### config.mk
export PLATFORM = sky130hd
export DESIGN_NAME = rle_2bpp_interlaced_pixel_placer
export DESIGN_NICKNAME = d
export VERILOG_FILES = /design/src/rtl/core/rle2_pkg.sv /design/src/rtl/core/rle2_advance.sv /design/src/rtl/core/rle_2bpp_interlaced_pixel_placer.sv
export SDC_FILE = /design/constraint.sdc
export NUM_CORES = 1
export LEC_CHECK = 0
export BUFFER_PORTS_ARGS = -buffer_cell sky130_fd_sc_hd__buf_2
export CORE_MARGIN = 2
export CORE_UTILIZATION = 64
export CTS_CLUSTER_DIAMETER = 50
export DETAILED_ROUTE_END_ITERATION = 16
export MAX_ROUTING_LAYER = met4
export PLACE_DENSITY = 0.86
export SLEW_MARGIN = 15
export SYNTH_ARGS = -nofsm -noshare
export SYNTH_HDL_FRONTEND = slang
export SYNTH_SLANG_ARGS = --single-unit
### constraint.sdc
create_clock -name clk -period 10.2 [get_ports clk]
set_clock_uncertainty 0.05 [all_clocks]
set_input_delay 1.02 -clock clk [delete_from_list [all_inputs] [get_ports clk]]
set_output_delay 1.02 -clock clk [all_outputs]
set_load 0.03 [all_outputs]
### src/rtl/core/rle2_pkg.sv
// Shared types and constants for the 2bpp run-length pixel placer.
// Used by rle2_advance and rle_2bpp_interlaced_pixel_placer; depends on nothing.
package rle2_pkg;

  localparam int unsigned CoordW = 12;
  localparam int unsigned CfgW   = 10;
  localparam int unsigned RowsW  = 11;
  localparam int unsigned IdxW   = 3;

  localparam logic [IdxW-1:0] REG_X_OFFSET     = 3'd0;
  localparam logic [IdxW-1:0] REG_Y_OFFSET     = 3'd1;
  localparam logic [IdxW-1:0] REG_ROW_WIDTH    = 3'd2;
  localparam logic [IdxW-1:0] REG_ROW_COUNT    = 3'd3;
  localparam logic [IdxW-1:0] REG_PIXEL_DOUBLE = 3'd4;

  localparam logic [CfgW-1:0] ROW_WIDTH_RESET = 10'd280;
  localparam logic [CfgW-1:0] ROW_COUNT_RESET = 10'd158;

  localparam logic [7:0] CTRL_REPEAT_BIT = 8'h80;
  localparam logic [7:0] CTRL_LEN_MASK   = 8'h7f;

  typedef enum logic [1:0] {
    PH_CONTROL,
    PH_REPEAT,
    PH_LITERAL
  } phase_t;

  typedef enum logic [1:0] {
    ST_IDLE,
    ST_FIRST,
    ST_SECOND,
    ST_OUT
  } state_t;

  typedef struct packed {
    logic signed [CfgW-1:0] x_offset;
    logic [CfgW-1:0]        y_offset;
    logic [CfgW-1:0]        row_width;
    logic [CfgW-1:0]        row_count;
    logic                   pixel_double;
  } cfg_t;

  typedef struct packed {
    logic signed [CoordW-1:0] cx;
    logic [CoordW-1:0]        cy;
    logic [RowsW-1:0]         rows_done;
    logic [1:0]               field_wraps;
  } cursor_t;

endpackage

### src/rtl/core/rle2_advance.sv
// Cursor step unit: moves the placement cursor by one byte of pixels,
// wrapping rows and interlaced fields. Depends on rle2_pkg.
module rle2_advance (
  input  rle2_pkg::cfg_t    cfg,
  input  rle2_pkg::cursor_t cur,
  output rle2_pkg::cursor_t nxt
);

  logic signed [rle2_pkg::CoordW:0] x_step;
  logic signed [rle2_pkg::CoordW:0] x_moved;
  logic signed [rle2_pkg::CoordW:0] x_limit;
  logic                             row_end;
  logic [rle2_pkg::RowsW:0]         rows_inc;
  logic signed [rle2_pkg::CoordW-1:0] x_left;

  assign x_left  = rle2_pkg::CoordW'(cfg.x_offset);
  assign x_step  = cfg.pixel_double ? 13'sd8 : 13'sd4;
  assign x_moved = (rle2_pkg::CoordW+1)'(cur.cx) + x_step;
  assign x_limit = $signed({3'b000, cfg.row_width}) + (rle2_pkg::CoordW+1)'(cfg.x_offset);
  assign row_end = (x_moved >= x_limit);
  assign rows_inc = {1'b0, cur.rows_done} + {{rle2_pkg::RowsW{1'b0}}, row_end};

  always_comb begin
    nxt.cx          = row_end ? x_left : x_moved[rle2_pkg::CoordW-1:0];
    nxt.cy          = row_end ? cur.cy + 12'd2 : cur.cy;
    nxt.rows_done   = rows_inc[rle2_pkg::RowsW-1:0];
    nxt.field_wraps = cur.field_wraps;
    // Passing the row count starts the other field one line down.
    if (rows_inc > {2'b00, cfg.row_count}) begin
      nxt.cy          = {2'b00, cfg.y_offset} + 12'd1;
      nxt.rows_done   = '0;
      nxt.field_wraps = (cur.field_wraps == 2'd3) ? 2'd3 : cur.field_wraps + 2'd1;
    end
  end

endmodule

### src/rtl/core/rle_2bpp_interlaced_pixel_placer.sv
// Top level of the 2bpp run-length decoder and interlaced pixel placer.
// Depends on rle2_pkg and rle2_advance.
// Each data byte's placements pass through ST_FIRST, then ST_SECOND for a pair, and are offered
// in ST_OUT. The single cursor step unit handles one placement per cycle while no result waits
// in ST_OUT for out_ready; a result carries up to two placements. A new byte, control or data, is
// accepted only in ST_IDLE, after the last result of the previous data byte has been transferred.
// Reset (synchronous): config to defaults, cursor to the origin, decoder expects a control byte.
module rle_2bpp_interlaced_pixel_placer (
  input  logic                                 clk,
  input  logic                                 rst,
  input  logic                                 in_valid,
  output logic                                 in_ready,
  input  logic [7:0]                           data_byte,
  output logic                                 out_valid,
  input  logic                                 out_ready,
  output logic [7:0]                           pattern,
  output logic signed [rle2_pkg::CoordW-1:0]   first_x,
  output logic [rle2_pkg::CoordW-1:0]          first_y,
  output logic signed [rle2_pkg::CoordW-1:0]   second_x,
  output logic [rle2_pkg::CoordW-1:0]          second_y,
  output logic                                 second_valid,
  output logic                                 run_last,
  output logic                                 image_done,
  input  logic                                 cfg_valid,
  output logic                                 cfg_ready,
  input  logic [rle2_pkg::IdxW-1:0]            cfg_index,
  input  logic [rle2_pkg::CfgW-1:0]            cfg_data
);

  rle2_pkg::state_t  state, state_next;
  rle2_pkg::phase_t  phase;
  rle2_pkg::cfg_t    cfg;
  rle2_pkg::cursor_t cur, cur_adv;

  logic [6:0] run_remaining;
  logic [7:0] place_cnt;
  logic       packet_end;
  logic       finished;
  logic       in_xfer;
  logic       cfg_xfer;

  assign in_xfer  = in_valid && in_ready;
  assign cfg_xfer = cfg_valid && cfg_ready;

  rle2_advance u_advance (
    .cfg (cfg),
    .cur (cur),
    .nxt (cur_adv)
  );

  always_comb begin
    state_next = state;
    case (state)
      rle2_pkg::ST_IDLE: begin
        if (in_xfer && !finished && phase != rle2_pkg::PH_CONTROL) begin
          state_next = rle2_pkg::ST_FIRST;
        end
      end
      rle2_pkg::ST_FIRST: begin
        state_next = (place_cnt != 8'd1) ? rle2_pkg::ST_SECOND : rle2_pkg::ST_OUT;
      end
      rle2_pkg::ST_SECOND: begin
        state_next = rle2_pkg::ST_OUT;
      end
      rle2_pkg::ST_OUT: begin
        if (out_ready) begin
          state_next = (place_cnt == 8'd0) ? rle2_pkg::ST_IDLE : rle2_pkg::ST_FIRST;
        end
      end
      default: begin
        state_next = rle2_pkg::ST_IDLE;
      end
    endcase
  end

  always_comb begin
    in_ready  = (state == rle2_pkg::ST_IDLE);
    out_valid = (state == rle2_pkg::ST_OUT);
    // Register writes wait until no byte is being placed.
    cfg_ready = (state == rle2_pkg::ST_IDLE);
    run_last  = (place_cnt == 8'd0);
    image_done = (place_cnt == 8'd0) && packet_end && (cur.field_wraps > 2'd1);
  end

  always_ff @(posedge clk) begin
    if (rst) begin
      state         <= rle2_pkg::ST_IDLE;
      phase         <= rle2_pkg::PH_CONTROL;
      run_remaining <= '0;
      place_cnt     <= '0;
      packet_end    <= 1'b0;
      finished      <= 1'b0;
      cur           <= '0;
      cfg.x_offset     <= '0;
      cfg.y_offset     <= '0;
      cfg.row_width    <= rle2_pkg::ROW_WIDTH_RESET;
      cfg.row_count    <= rle2_pkg::ROW_COUNT_RESET;
      cfg.pixel_double <= 1'b0;
    end else begin
      state <= state_next;
      case (state)
        rle2_pkg::ST_IDLE: begin
          if (in_xfer && !finished) begin
            case (phase)
              rle2_pkg::PH_CONTROL: begin
                run_remaining <= data_byte[6:0] & rle2_pkg::CTRL_LEN_MASK[6:0];
                phase <= ((data_byte & rle2_pkg::CTRL_REPEAT_BIT) != 8'h00) ?
                         rle2_pkg::PH_REPEAT : rle2_pkg::PH_LITERAL;
              end
              rle2_pkg::PH_REPEAT: begin
                pattern    <= data_byte;
                place_cnt  <= {1'b0, run_remaining} + 8'd1;
                packet_end <= 1'b1;
              end
              rle2_pkg::PH_LITERAL: begin
                pattern    <= data_byte;
                place_cnt  <= 8'd1;
                packet_end <= (run_remaining == 7'd0);
                if (run_remaining != 7'd0) begin
                  run_remaining <= run_remaining - 7'd1;
                end
              end
              default: begin
                phase <= rle2_pkg::PH_CONTROL;
              end
            endcase
          end
        end
        rle2_pkg::ST_FIRST: begin
          first_x      <= cur.cx;
          first_y      <= cur.cy;
          second_x     <= '0;
          second_y     <= '0;
          second_valid <= 1'b0;
          cur          <= cur_adv;
          place_cnt    <= place_cnt - 8'd1;
        end
        rle2_pkg::ST_SECOND: begin
          second_x     <= cur.cx;
          second_y     <= cur.cy;
          second_valid <= 1'b1;
          cur          <= cur_adv;
          place_cnt    <= place_cnt - 8'd1;
        end
        rle2_pkg::ST_OUT: begin
          // The final transfer of a packet returns the decoder to control bytes.
          if (out_ready && place_cnt == 8'd0 && packet_end) begin
            phase <= rle2_pkg::PH_CONTROL;
            if (cur.field_wraps > 2'd1) begin
              finished <= 1'b1;
            end
          end
        end
        default: begin
        end
      endcase

      if (cfg_xfer) begin
        case (cfg_index)
          rle2_pkg::REG_X_OFFSET: begin
            cfg.x_offset <= $signed(cfg_data);
            cur.cx       <= rle2_pkg::CoordW'($signed(cfg_data));
          end
          rle2_pkg::REG_Y_OFFSET: begin
            cfg.y_offset <= cfg_data;
            cur.cy       <= {2'b00, cfg_data};
          end
          rle2_pkg::REG_ROW_WIDTH: begin
            cfg.row_width <= cfg_data;
          end
          rle2_pkg::REG_ROW_COUNT: begin
            cfg.row_count <= cfg_data;
          end
          rle2_pkg::REG_PIXEL_DOUBLE: begin
            cfg.pixel_double <= cfg_data[0];
          end
          default: begin
          end
        endcase
      end
    end
  end

endmodule
==> results.md <==
- Status: completed
- # setup viols final: 0
- Switch share: 0.411
- Mapped Cells: 890
- Num rows: 41
- Rel. slew slack: 0.234
- HP Class: register to register
- GR Overflow Total: 0
- Dpl hpwl: 12.6 mm
- Via density: 5.86
- Post-CTS Setup Bufs: 0
- H-Tree Depth: 4
- Worst Hold Launch: cfg[6]$_SDFFE_PP0P_
- All-Layer GR Usage: 0.290
- Max frequency: 147 MHz
- Seq/Total Area, Yosys: 0.455
- Die Height: 117 µm
- Share of cells above drive strength 1: 0.143
- Power per cell area: 270 nW/µm²
- CP startpoint kind: register
- Switching pwr: 1030 µW
- Slew Limit Fails: 0
- Detailed Route WL: 18.6 mm
- Synth Cell Area: 8120 µm²
- Top layer in use: met4
- Synth Area per Inst: 9.13 µm²
- Met2 Wirelength: 8.30 mm
- Syn_nets: 970
- DRT Pass-1 Iters: 5
- DRT iter0 DRCs: 555
- Post-synth EDFFs: 57
- Critical R2R Launch: cfg[32]$_SDFFE_PP0P_
- Pin count of the biggest net entering global routing: 79
- Worst skew pair latency: roughly 430 ps
- Share of total power in the clock network: 0.241
- Unrepaired setup endpoints after global routing: false
- Core area: 12500 µm²
- Cell repeated most along the worst path: ha_1
- Arrival @ worst endpoint: approximately 7100 ps
- Metal1 wirelength: between 8 and 9 mm
- Lkg Pwr: 0.00365 µW
- Post-route cell area: 9270 µm²
- Unique masters post-synth: 60
- First-pass GRT wire length: slightly below 30 mm
- Number of synthesized register bits: 156
- Die ar.: roughly 14000 µm²
- Hold Path Stages: 2
- Cell Area, Placed: 8700 µm²
- Starting Density: 0.649
- Hold-fix buffer count after cts: 0
- Clock sinks: 156
- Root buf cell: clkbuf_16
- YS warnings: 0
- CTS tree: done
- Max Root-Sink Buffers: 2
- Drt wl/cell: around 16 µm
- CTS buffer count: 17
- Worst IR Drop VDD: around 0.00021 V
- Nets@finish: 1043
- Area grow syn2layout: 14.2%
- Vias in the first global route: 6224
- Kind of critical path: register to register
- Setup TNS: 0 ps
- Crit-path max FO: 21
- R2R Setup Slk: 3380 ps
- Max incr delay on CP: approximately 650 ps
- CP max-delay cell: nor2_1
- Die Wd: 117 µm
- Most frequent cells in the layout: nand2_1 (114), dfxtp_1 (99), buf_2 (87), a21oi_1 (82), nor2_1 (76)
- R2r worst-path depth: 29
- Total via count in the routed design: 6742
- Internal power: about 1500 µW
- Routed Antenna Nets: 0
- I/O Buffers: 87
- Worst endpoint required time: 10490 ps
- Combinational fraction of design power: 0.413
- Metal3 WL: 1.27 mm
- FFs w/ async S/R, synth: 0
- Most common cell after layout, fill and taps aside: nand2_1
- Fillers: approximately 930
- Final hold violation count: 0
- Drt drc: 0
- Crit end category: register
- Top_reg_cell synth: dfxtp_1
- IO Count: between 80 and 90
- Clk slew on worst S/H paths: 60 ps
- Initial antenna violation count: 1
- Slew @ Worst Pin: between 1000 and 1500 ps
- # resized after CTS: 0
- MaxCap Viol Count: 0
- R2r endpoint: cur[20]$_SDFF_PP0_
- Tmin final: just under 7000 ps
- Final period util: 0.669
- GP Congestion: 0.899
- Hold WS: 410 ps
- Hold EP: cfg[6]$_SDFFE_PP0P_
- Sequential power share: 0.346
-- sequential cells by signal, summed over array words and instances, names as in the netlist, 8 cells and up --
register	count
pattern	8
first_y	12
first_x	12
place_cnt	8
cur	37
second_y	12
cfg	41
second_x	12
-- power groups by stage --
stage                     clock network (µW)  registers, µW  logic (µW)
after global placement                     0            871         987
after floorplan                            0            926         697
after CTS                                608            862        1020
after global routing                     635            880        1140
after detailed placement                   0            874        1010
final                                    604            865        1030
-- worst max-delay path by stage --
stage                    startpoint                  to  slack (ps)
2_1_floorplan  cfg[11]$_SDFFE_PP0P_  cur[21]$_SDFF_PP0_        3910
3_3_place_gp   cfg[11]$_SDFFE_PP0P_  cur[20]$_SDFF_PP0_        3710
3_5_place_dp   cfg[11]$_SDFFE_PP0P_  cur[20]$_SDFF_PP0_        3480
4_1_cts        cfg[11]$_SDFFE_PP0P_  cur[20]$_SDFF_PP0_        3460
5_1_grt        cfg[32]$_SDFFE_PP0P_  cur[20]$_SDFF_PP0_        2740
6_report       cfg[32]$_SDFFE_PP0P_  cur[20]$_SDFF_PP0_        3380
-- per-stage QoR --
step | total power (µW) | setup slack, ps | instances | util
after global routing | 2660 | 2740 | 1149 | 0.741
after global placement | 1860 | 3710 | 1116 | 0.695
after CTS | 2490 | 3460 | 1148 | 0.740
after floorplan | 1620 | 3910 | 890 | -
after detailed placement | 1880 | 3480 | 1116 | 0.695
final | 2500 | 3380 | 1150 | 0.741
-- logic make-up after synthesis --
group / share of synthesized area
AO/OA/AOI/OAI: 0.147
XOR/XNOR: 0.0464
adder cells (fa/ha/maj): 0.0850
buffers and inverters: 0.0367
flip-flops: 0.455
multiplexers: 0.0293
AND/OR/NAND/NOR: 0.201
-- layout make-up --
| cell class | count | area, µm² | area share |
|---|---|---|---|
| Multi-Input combinational cell | 657 | 4160 | 0.449 |
| Sequential cell | 156 | 3690 | 0.398 |
| Timing Repair Buffer | 96 | 503 | 0.0542 |
| Clock buffer | 18 | 429 | 0.0463 |
| Tap cell | 172 | 215 | 0.0232 |
| Clock inverter | 14 | 136 | 0.0147 |
| Inverter | 35 | 131 | 0.0142 |
| Antenna cell | 2 | 5.00 | 0.000540 |
-- per-layer routing --
metal,GRT usage,vias up
met5,-,-
met4,0.153,0
met3,0.0628,53
met1,0.364,3106
met2,0.440,266
li1,-,3317
-- cells in the mapped netlist (7+ instances only) --
library cell  instances  share of area
nor3_1               17          0.010
and2_1               27          0.021
mux2i_1              20          0.025
a21o_1                7         0.0065
nand3_1              31          0.019
a21oi_1              82          0.051
a211oi_1             15          0.014
ha_1                 52          0.080
xnor2_1              26          0.028
nand2_1             114          0.053
inv_1                35          0.016
nor2_1               77          0.036
edfxtp_1             57           0.21
nand4_1              11         0.0085
nor2b_1               8         0.0062
xor2_1               17          0.018
and3_1               12         0.0092
dfxtp_1              99           0.24
clkbuf_1             35          0.016
o21ai_0              42          0.026
nand3b_1              9         0.0083
-- critical path, delay by kind of cell, from the launching register on --
family	cells	cell delay, ps
AOI/OAI and AO/OA	15	2630
xor gates and xnor gates	2	400
buffers and inverters	2	410
DFF	1	400
adders and majority gates	4	1140
and+or+nand+nor	6	1700
No activity file was read; power rests on OpenSTA's default activity.
